--- src/design/bli_pkg.sv ---
// Package for the bounded list block: operation codes, cell select word,
// sequencer state encoding. No dependencies.
package bli_pkg;

	localparam int DEPTH_DEFAULT = 32;
	localparam int DATA_W        = 32;
	localparam int POS_W         = 5;

	localparam logic [1:0] OP_HEAD   = 2'd0;
	localparam logic [1:0] OP_TAIL   = 2'd1;
	localparam logic [1:0] OP_DELETE = 2'd2;

	// Where a cell takes its next value from; all low means hold.
	typedef struct packed {
		logic take_new;
		logic take_left;
		logic take_right;
		logic take_wrap;
	} cell_sel_t;

	typedef enum logic [1:0] {
		ST_IDLE = 2'b01,
		ST_DUMP = 2'b10
	} state_t;

endpackage

--- src/design/bli_cell.sv ---
// One storage cell of the bounded list chain.
// Depends on bli_pkg for the select word.
module bli_cell (
	input  logic                          clk,
	input  bli_pkg::cell_sel_t            sel,
	input  logic [bli_pkg::DATA_W-1:0]    new_value,
	input  logic [bli_pkg::DATA_W-1:0]    left_value,
	input  logic [bli_pkg::DATA_W-1:0]    right_value,
	input  logic [bli_pkg::DATA_W-1:0]    wrap_value,
	output logic [bli_pkg::DATA_W-1:0]    value
);
	import bli_pkg::*;

	logic [DATA_W-1:0] value_q;

	always_ff @(posedge clk) begin
		if (sel.take_new) begin
			value_q <= new_value;
		end else if (sel.take_left) begin
			value_q <= left_value;
		end else if (sel.take_right) begin
			value_q <= right_value;
		end else if (sel.take_wrap) begin
			value_q <= wrap_value;
		end
	end

	assign value = value_q;

endmodule

--- src/design/bounded_list_insert_delete_top.sv ---
// Top level of the bounded list block: sequencer, element count and the
// chain of bli_cell storage cells. Depends on bli_pkg and bli_cell.
//
// Usage:
//   Input channel (in_valid / in_stall) carries one word per operation:
//   operation (head insert, tail append, delete at position), value and
//   position. Output channel (out_valid / out_stall) carries the list dump
//   that follows every operation, head first, one word per element, with
//   last_element on the final word. An empty list yields one word with
//   list_empty and last_element set. insert_dropped marks every word of a
//   dump whose insert found the list full.
//   Accepting the input word moves the sequencer to its dump state, from
//   which each dump word is registered into the output register. The dump
//   walks the cell chain one element per cycle while out_stall is low, for
//   max(count,1) words, where count is the list length after the operation.
//   in_stall is high for the whole dump, so no new operation is taken then.
//   The list is held as a row of cells; an operation shifts the row as its
//   word is accepted, and the dump rotates the row left once per emitted
//   word, so after count words the row is back in order.
//   Reset clears the count and the sequencer: the list starts empty. Cells
//   hold no reset value. When out_stall is high, hold the output word and
//   freeze the rotation until the word is taken.
module bounded_list_insert_delete_top #(
	parameter int DEPTH = bli_pkg::DEPTH_DEFAULT
) (
	input  logic                               clk,
	input  logic                               arst_n,
	input  logic                               in_valid,
	output logic                               in_stall,
	input  logic [1:0]                         operation,
	input  logic signed [bli_pkg::DATA_W-1:0]  value,
	input  logic [bli_pkg::POS_W-1:0]          position,
	output logic                               out_valid,
	input  logic                               out_stall,
	output logic signed [bli_pkg::DATA_W-1:0]  element,
	output logic                               last_element,
	output logic                               list_empty,
	output logic                               insert_dropped
);
	import bli_pkg::*;

	localparam int CNT_W = $clog2(DEPTH + 1);
	localparam int CMP_W = (CNT_W > POS_W) ? CNT_W : POS_W;
	localparam logic [CNT_W-1:0] FULL_CNT = CNT_W'(DEPTH);

	state_t            state_q;
	logic [CNT_W-1:0]  count_q;
	logic [CNT_W-1:0]  emit_idx_q;
	logic [CNT_W-1:0]  emit_next;
	logic              dropped_q;

	logic [DATA_W-1:0] element_q;
	logic              out_valid_q;
	logic              last_q;
	logic              empty_q;
	logic              out_drop_q;

	logic              accept;
	logic              emit;
	logic              is_full;
	logic              del_ok;
	logic              do_head;
	logic              do_tail;
	logic              do_del;
	logic              do_rot;
	logic              dump_last;

	logic [DATA_W-1:0] cell_value [DEPTH];

	assign accept  = in_valid && (state_q == ST_IDLE);
	assign emit    = (state_q == ST_DUMP) && (!out_valid_q || !out_stall);
	assign is_full = (count_q == FULL_CNT);
	assign del_ok  = CMP_W'(position) < CMP_W'(count_q);

	assign do_head = accept && (operation == OP_HEAD) && !is_full;
	assign do_tail = accept && (operation == OP_TAIL) && !is_full;
	assign do_del  = accept && (operation == OP_DELETE) && del_ok;
	// Rotate the row on every dump word of a non-empty list.
	assign do_rot  = emit && (count_q != '0);

	assign emit_next = emit_idx_q + 1'b1;
	assign dump_last = (count_q == '0) || (emit_next == count_q);

	// Cell chain: each cell picks its source from the broadcast command.
	for (genvar i = 0; i < DEPTH; i++) begin : g_cell
		localparam logic [CNT_W-1:0] I_C  = CNT_W'(i);
		localparam logic [CNT_W-1:0] I_P1 = CNT_W'(i + 1);

		cell_sel_t         sel;
		logic [DATA_W-1:0] left_v;
		logic [DATA_W-1:0] right_v;

		if (i == 0) begin : g_first
			assign left_v = cell_value[0];
		end else begin : g_mid_l
			assign left_v = cell_value[i-1];
		end
		if (i == DEPTH - 1) begin : g_last
			assign right_v = cell_value[i];
		end else begin : g_mid_r
			assign right_v = cell_value[i+1];
		end

		always_comb begin
			sel            = '0;
			sel.take_new   = (do_head && (i == 0)) || (do_tail && (count_q == I_C));
			sel.take_left  = do_head && (i != 0);
			sel.take_right = (do_del && (CMP_W'(I_C) >= CMP_W'(position)))
				|| (do_rot && (count_q != I_P1));
			sel.take_wrap  = do_rot && (count_q == I_P1);
		end

		bli_cell u_cell (
			.clk         (clk),
			.sel         (sel),
			.new_value   (value),
			.left_value  (left_v),
			.right_value (right_v),
			.wrap_value  (cell_value[0]),
			.value       (cell_value[i])
		);
	end

	// Sequencer and element count.
	always_ff @(posedge clk or negedge arst_n) begin
		if (!arst_n) begin
			state_q    <= ST_IDLE;
			count_q    <= '0;
			emit_idx_q <= '0;
			dropped_q  <= 1'b0;
		end else begin
			case (state_q)
				ST_IDLE: begin
					if (accept) begin
						state_q    <= ST_DUMP;
						emit_idx_q <= '0;
						dropped_q  <= (operation == OP_HEAD || operation == OP_TAIL)
							&& is_full;
						if (do_head || do_tail) begin
							count_q <= count_q + 1'b1;
						end else if (do_del) begin
							count_q <= count_q - 1'b1;
						end
					end
				end
				ST_DUMP: begin
					if (emit) begin
						if (dump_last) begin
							state_q    <= ST_IDLE;
							emit_idx_q <= '0;
						end else begin
							emit_idx_q <= emit_next;
						end
					end
				end
				default: begin
					state_q <= ST_IDLE;
				end
			endcase
		end
	end

	// Output register: advance on emit, drop valid once the word is taken.
	always_ff @(posedge clk or negedge arst_n) begin
		if (!arst_n) begin
			out_valid_q <= 1'b0;
		end else if (emit) begin
			out_valid_q <= 1'b1;
		end else if (!out_stall) begin
			out_valid_q <= 1'b0;
		end
	end

	always_ff @(posedge clk) begin
		if (emit) begin
			element_q  <= (count_q == '0) ? '0 : cell_value[0];
			last_q     <= dump_last;
			empty_q    <= (count_q == '0);
			out_drop_q <= dropped_q;
		end
	end

	assign in_stall       = (state_q != ST_IDLE);
	assign out_valid      = out_valid_q;
	assign element        = element_q;
	assign last_element   = last_q;
	assign list_empty     = empty_q;
	assign insert_dropped = out_drop_q;

endmodule

--- config.mk ---
export PLATFORM = sky130hd
export DESIGN_NAME = bounded_list_insert_delete_top
export DESIGN_NICKNAME = d
export VERILOG_FILES = /design/src/design/bli_pkg.sv /design/src/design/bli_cell.sv /design/src/design/bounded_list_insert_delete_top.sv
export SDC_FILE = /design/constraint.sdc
export NUM_CORES = 2
export LEC_CHECK = 0
export ABC_AREA = 1
export BUFFER_PORTS_ARGS = -buffer_cell sky130_fd_sc_hd__buf_2
export CAP_MARGIN = 20
export CORE_ASPECT_RATIO = 1.25
export CORE_MARGIN = 2
export CORE_UTILIZATION = 40
export CTS_CLUSTER_DIAMETER = 30
export DETAILED_ROUTE_END_ITERATION = 8
export SLEW_MARGIN = 20
export SYNTH_ARGS = -nofsm -noshare
export SYNTH_HDL_FRONTEND = slang
export SYNTH_SLANG_ARGS = --single-unit
--- constraint.sdc ---
create_clock -name clk -period 4.4 [get_ports clk]
set_input_delay 0.22 -clock clk [delete_from_list [all_inputs] [get_ports clk]]
set_output_delay 0.22 -clock clk [all_outputs]
set_load 0.005 [all_outputs]
# Yosys cells after proc, flatten, opt, wreduce, memory -nomap -nowiden
# Cells that the tools add are included.
[word_totals] regBits=1075 output_inout_bits=37 n_memories=0 elab_cells=507 latchBits=0 ramBits=0 inputBits=43 rom_bits=0
[op_classes] n_mux=138 add_sub_neg=3 reduce_logical=218 n_shift=0 n_mul=0 n_bitwise=0 eq_ne=75 div=0 magnitude_cmp=32
[op_table] operator="32-bit 2-to-1 mux" count=126
[op_table] operator="1-bit logical AND" count=136
[op_table] operator="4-bit nonzero test" count=30
[op_table] operator="6-bit by 5-bit equality test with 1-bit output, second input constant" count=16
[op_table] operator="6-bit by 5-bit != test with 1-bit output, second input constant" count=16
[op_table] operator="5-bit greater-or-equal comparator, first input constant" count=15
[op_table] operator="6-bit by 4-bit equality test with 1-bit output, second input constant" count=8
[op_table] operator="6-bit by 4-bit != test with 1-bit output, second input constant" count=8
[op_table] operator="4-bit by 5-bit greater-or-equal comparator with 1-bit output, first input constant" count=8
[op_table] operator="1-bit logical OR" count=37
[op_table] operator="6-bit 2-to-1 mux" count=5
[op_table] operator="6-bit by 3-bit equality test with 1-bit output, second input constant" count=4
[op_table] operator="6-bit by 3-bit != test with 1-bit output, second input constant" count=4
[op_table] operator="3-bit by 5-bit greater-or-equal comparator with 1-bit output, first input constant" count=4
[op_table] operator="6-bit by 1-bit adder with 6-bit output, second input constant" count=2
[op_table] operator="6-bit by 2-bit equality test with 1-bit output, second input constant" count=2
[op_table] operator="6-bit by 2-bit != test with 1-bit output, second input constant" count=2
[op_table] operator="6-bit case mux with 2 select lines" count=1
[op_table] operator="1-bit by 5-bit greater-or-equal comparator with 1-bit output, first input constant" count=2
[op_table] operator="2-bit by 5-bit greater-or-equal comparator with 1-bit output, first input constant" count=2
[op_table] operator="3-bit AND reduction" count=3
[op_table] operator="6-bit by 1-bit equality test with 1-bit output, second input constant" count=1
[op_table] operator="6-bit equality test" count=1
[op_table] operator="6-bit equality test, second input constant" count=1
[op_table] operator="19 further kinds" count=32

# Depth between registers and ports, before layout
[logic_depth] ltp_word=9 mapped_depth=15 depth_no_buf=13

# By module
# A second synthesis with hierarchy kept.
[unflattened] hier_cells=10550 area_unflattened_um2=76030.4
[by_module_without_submodules] module="bli_cell" area_per_inst_um2=2260.9 cells_per_inst=313 seq_area_each_um2=960.9 n_inst=32
[by_module_without_submodules] module="bounded_list_insert_delete_top" area_per_inst_um2=3681.0 cells_per_inst=534 seq_area_each_um2=1452.6 n_inst=1

# Worst setup path after synthesis
# OpenSTA, ideal clock, no wires.
[synth_path] path_kind="register to register" from="reg out_valid_q (netlist: out_valid)" to="reg g_cell[1].u_cell.value_q[0], enable pin" setup_slack_ns=-0.265 required_time_ns=3.967 path_stages_with_launch=7 arrival_time_ns=4.231 n_path_buf=1 synth_period_minus_slack_ns=4.665 setup_ns=0.433 path_cell_list="dfrtp_1 > nand2_1 > inv_1 > nor2_1 > nand2_2 > clkbuf_1 > o2111ai_1"
[synth_via] elab_chain_len=7 elab_cells_between_ends=8 cone_classes="8 x reduce/logical"
[synth_rtl] element="start: declaration" line_no="bounded_list_insert_delete_top.sv:53" text="logic out_valid_q;"
[synth_rtl] element="start signal: assignment" line_no="bounded_list_insert_delete_top.sv:166" text="out_valid_q <= 1'b0;"
[synth_rtl] element="start signal: assignment" line_no="bounded_list_insert_delete_top.sv:168" text="out_valid_q <= 1'b1;"
[synth_rtl] element="start signal: assignment" line_no="bounded_list_insert_delete_top.sv:170" text="out_valid_q <= 1'b0;"
[synth_rtl] element="1-bit zero test *" line_no="bounded_list_insert_delete_top.sv:71" text="assign emit = (state_q == ST_DUMP) && (!out_valid_q || !out_stall);"
[synth_rtl] element="1-bit logical OR *" line_no="bounded_list_insert_delete_top.sv:71"
[synth_rtl] element="1-bit logical AND *" line_no="bounded_list_insert_delete_top.sv:71"
[synth_rtl] element="net emit" line_no="bounded_list_insert_delete_top.sv:59" text="logic emit;"
[synth_rtl] element="1-bit logical AND *" line_no="bounded_list_insert_delete_top.sv:79" text="assign do_rot = emit && (count_q != '0);"
[synth_rtl] element="1-bit logical AND" line_no="bounded_list_insert_delete_top.sv:109" text="|| (do_rot && (count_q != I_P1));"
[synth_rtl] element="1-bit logical OR" line_no="bounded_list_insert_delete_top.sv:109"
[synth_rtl] element="4-bit nonzero test (no line) *"
[synth_rtl] element="end signal: assignment" line_no="bli_cell.sv:20" text="value_q <= left_value;"
[synth_rtl] element="end signal: assignment" line_no="bli_cell.sv:22" text="value_q <= right_value;"
[synth_rtl] element="end signal: assignment" line_no="bli_cell.sv:24" text="value_q <= wrap_value;"
[synth_rtl] element="end: declaration" line_no="bli_cell.sv:14" text="logic [DATA_W-1:0] value_q;"
# The timed path passes the listed nets; every way through them passes the cells marked *.
# A chain may end at the register's enable or synchronous reset.

# Final worst setup path
[layout_path] from="reg count_q[1]" to="reg g_cell[8].u_cell.value_q[15] (data pin)"
[layout_via] elab_chain_len=7 elab_cells_between_ends=17 cone_classes="1 x order compare; 3 x eq/ne; 3 x mux; 10 x reduce/logical"
[layout_rtl] element="start: declaration" line_no="bounded_list_insert_delete_top.sv:47" text="logic [CNT_W-1:0] count_q;"
[layout_rtl] element="start signal: assignment" line_no="bounded_list_insert_delete_top.sv:140" text="count_q <= count_q + 1'b1;"
[layout_rtl] element="start signal: assignment" line_no="bounded_list_insert_delete_top.sv:142" text="count_q <= count_q - 1'b1;"
[layout_rtl] element="5-bit by 6-bit < comparator with 1-bit output or 6-bit nonzero test (tied branches)" line_no="bounded_list_insert_delete_top.sv:73, bounded_list_insert_delete_top.sv:79"
[layout_rtl] element="1-bit logical AND, on equally long branches" line_no="bounded_list_insert_delete_top.sv:77, bounded_list_insert_delete_top.sv:79"
[layout_rtl] element="1-bit logical AND, on equally long branches" line_no="bounded_list_insert_delete_top.sv:108, bounded_list_insert_delete_top.sv:109"
[layout_rtl] element="1-bit logical OR" line_no="bounded_list_insert_delete_top.sv:109"
[layout_rtl] element="32-bit 2-to-1 mux" line_no="bli_cell.sv:21" text="end else if (sel.take_right) begin"
[layout_rtl] element="32-bit 2-to-1 mux" line_no="bli_cell.sv:19" text="end else if (sel.take_left) begin"
[layout_rtl] element="32-bit 2-to-1 mux *" line_no="bli_cell.sv:17" text="if (sel.take_new) begin"
[layout_rtl] element="end signal: assignment" line_no="bli_cell.sv:18" text="value_q <= new_value;"
[layout_rtl] element="end signal: assignment" line_no="bli_cell.sv:20"
[layout_rtl] element="end signal: assignment" line_no="bli_cell.sv:22"
[layout_rtl] element="end: declaration" line_no="bli_cell.sv:14"
# Mark *: on every way between the ends. The rest lies on a longest branch, timed or not.

==> flow_summary.toml <==
[outcome]
run_status = "finished, final reports clean"

[synth]
ys_types = 35
synthArstFlopShare = 0.0149
yosysWarnings = 0
synth_enable_flop_cells = 1059
ys_seq_area_frac = 0.490
netlist_area_sq_um = 65700
post_synth.cell_area_avg_sq_um = 7.73
synth_ff_type = "edfxtp_1"
synthCells = 8496
syn_nets = 8549
yosys_register_bits = 1075

[critical_path]
cp.depth = 11
r2r_cells = 11
endpoint_kind = "flop"
slowest_stage = "nand2_2"
startpoint_type = "flop"
rr_endpoint = "g_cell[8].u_cell.value[15]"
critPathMaxStageDelay_ns = 0.71
cp_num_buf_inv = 2
startpoint = "count_q[1]"
path_cells = "inv_1 > ha_1 > inv_2 > nor2_2 > nand3_2 > nand2_2 > nor2_4 > nand2_2 > nor2_1 > a21oi_1 > nand2_1"
crit_fanout = 32
setup.worst_path.end = "g_cell[8].u_cell.value[15]"
crit_type = "reg -> reg"
critical_path.reg2reg.startpoint = "count_q[1]"
cp_top_family = "simple AND/OR/NAND/NOR gates"
cp_common_cell = "nand2_2"
worstPathRequired_ns = 5.05
arrival_ns = 4.43
rrSetupSlack_ns = 0.61

[clocking]
numClockSinks = 1075
cts_buffers = 281
clockRootBuffer = "clkbuf_16"
clk_pin_slew_worst_paths_ns = 0.04
clock_latency_ns = 0.93
cts_tree = "built"
cts_max_level = 5
clk_path_buf_depth = 4
cts_setup_buffers = 0

[worst_hold_path]
min-delay-path-class = "in -> reg"
holdPathStages = 3

[power]
power_per_cell_area_nw_per_um2 = 521
p_leak_nw = 34.2
total_power_w = 0.0400
vdd_drop_max_uv = 442

[die]
core_sq_um = 163000
die_h_um = 457
rows = 166
start_util = 0.402
ioPinCount = 80
die_x_um = 367
dieArea_sq_um = 168000

[timing]
hold_violations = 0
tightestPinTransition_ns = 1.31
tns_ns = 0
slew_violations = 0
setup_viol = 0
fmax_ghz = 0.264
skew_ns = 0.0588
maxSlewHeadroom = 0.129
final.min_clock_period_ns = 3.79
rsz0062_at_grt = "no"
min_period_over_period = 0.860

[routing]
vias_per_cell = 5.90
drc = 0
firstDrtPassIters = 6
wl_mm = 288
vias = 63717
ant_nets = 0
avgRoutedWirePerCell_um = 26.7
drt_iter0_markers = 7909

[job]
maxCapViolCount = 0

[place]
place.gp.congestion = 1.00
dp_hpwl_mm = 183
numPortBuffers = 79

[grt]
antenna_found_initial = 21
grtUsageTotal = 0.335
grt_max_degree = 191
grt_pass1_wl_mm = 415
grt_pass1_vias = 62295
grt_overflow = 0

[final_layout]
syn_to_final_growth_pct = 16.9
final_common_cell = "nand2_1"
layout-drive-gt1-share = 0.0930
num-nets-final = 8456
nFillCells = 16089
multi_input_area_sq_um = 26300
final_cell_mix = "nand2_1 (2316), inv_1 (1085), edfxtp_1 (1059)"
seq_area_sq_um = 32200
==> metal layers <==
layer  global-route usage  part of all wire
met5              0.00689           0.00096
met4                0.300              0.10
met1                0.377              0.34
met3               0.0849              0.10
met2                0.526              0.45
==> how the worst min path moves through the flow <==
stage / startpoint / endpoint
floorplan: arst_n / count_q[0]
global placement: arst_n / out_valid
detailed placement: arst_n / out_valid
CTS: value[30] / g_cell[9].u_cell.value[30]
global route: value[30] / g_cell[5].u_cell.value[30]
finish: value[30] / g_cell[9].u_cell.value[30]
==> layout make-up <==
type | instances | area share
sequential | 1075 | 0.419
multi-input combinational | 5603 | 0.342
clock buffer | 333 | 0.0956
inverter | 1102 | 0.0538
tap | 2184 | 0.0356
timing repair buffer | 340 | 0.0349
clock inverter | 148 | 0.0187
antenna | 18 | 0.000586
==> metrics by stage <==
stage	setup WS [ns]	hold WS (ns)	utilization	instances	instance area, sq um
floorplan	0.441	-0.0756	-	8496	65700
global placement	0.787	0.182	0.413	10262	67500
detailed placement	0.651	0.190	0.413	10262	67500
CTS	0.613	0.0535	0.469	10781	76700
global route	0.476	0.0807	0.470	10786	76800
finish	0.614	0.0935	0.470	10803	76800
==> cells in the mapped netlist, types with 4 or more instances <==
library cell	instances	area [sq um]
buf_2	433	2170
nand4_1	9	56.3
o21ai_0	91	455
dfrtp_1	15	375
nand2_2	39	244
buf_4	13	97.6
nor2_2	4	25.0
inv_2	12	45.0
nand2_1	2321	8710
o22ai_1	8	50.1
clkbuf_1	246	923
o21ai_2	4	35.0
buf_1	19	71.3
nand3_1	417	2090
edfxtp_1	1059	31800
o211ai_1	752	5650
a21oi_1	945	4730
ha_1	10	125
xor2_1	4	35.0
buf_6	5	56.3
inv_1	1090	4090
nor2_1	954	3580
o21ai_1	29	145
==> worst register-to-register path, delay by kind of cell (launching register included) <==
kind	cells	cell delay, ns
AO/OA/AOI/OAI	1	0.67
flip-flops	1	0.43
adder cells (fa/ha/maj)	1	0.41
buffers and inverters	2	0.26
AND/OR/NAND/NOR	7	1.75
==> flip-flops by register name, indices dropped and copies added, names as in the netlist <==
signal               count
last_element             1
element                 32
dropped_q                1
g_cell.u_cell.value   1024
insert_dropped           1
state_q                  2
out_valid                1
count_q                  6
list_empty               1
emit_idx_q               6
==> where the power goes <==
group / switching (W) / total [W] / internal, W
clock: 0.00632 / 0.0196 / 0.0132
sequential: 0.00111 / 0.0144 / 0.0133
combinational: 0.00437 / 0.00603 / 0.00166
==> what timing repair did <==
action,4_1_cts,5_1_grt
hold endpoints to repair,85,0
endpoints found under the setup margin,0,0
resized for setup,0,0
hold buffers,38,0
==> kinds of logic (layout without fill, tap and decap cells) <==
group	count (synthesis)	count (layout)	share of synthesized area
flops	1075	1075	0.490
compound gates	1835	1835	0.169
other cells	0	18	0
simple gates	3754	3754	0.225
xor+xnor	4	4	0.000533
fa+ha+maj	10	10	0.00190
buf+inv	1818	1923	0.113
Note: power is estimated with default switching activity, not from simulation.
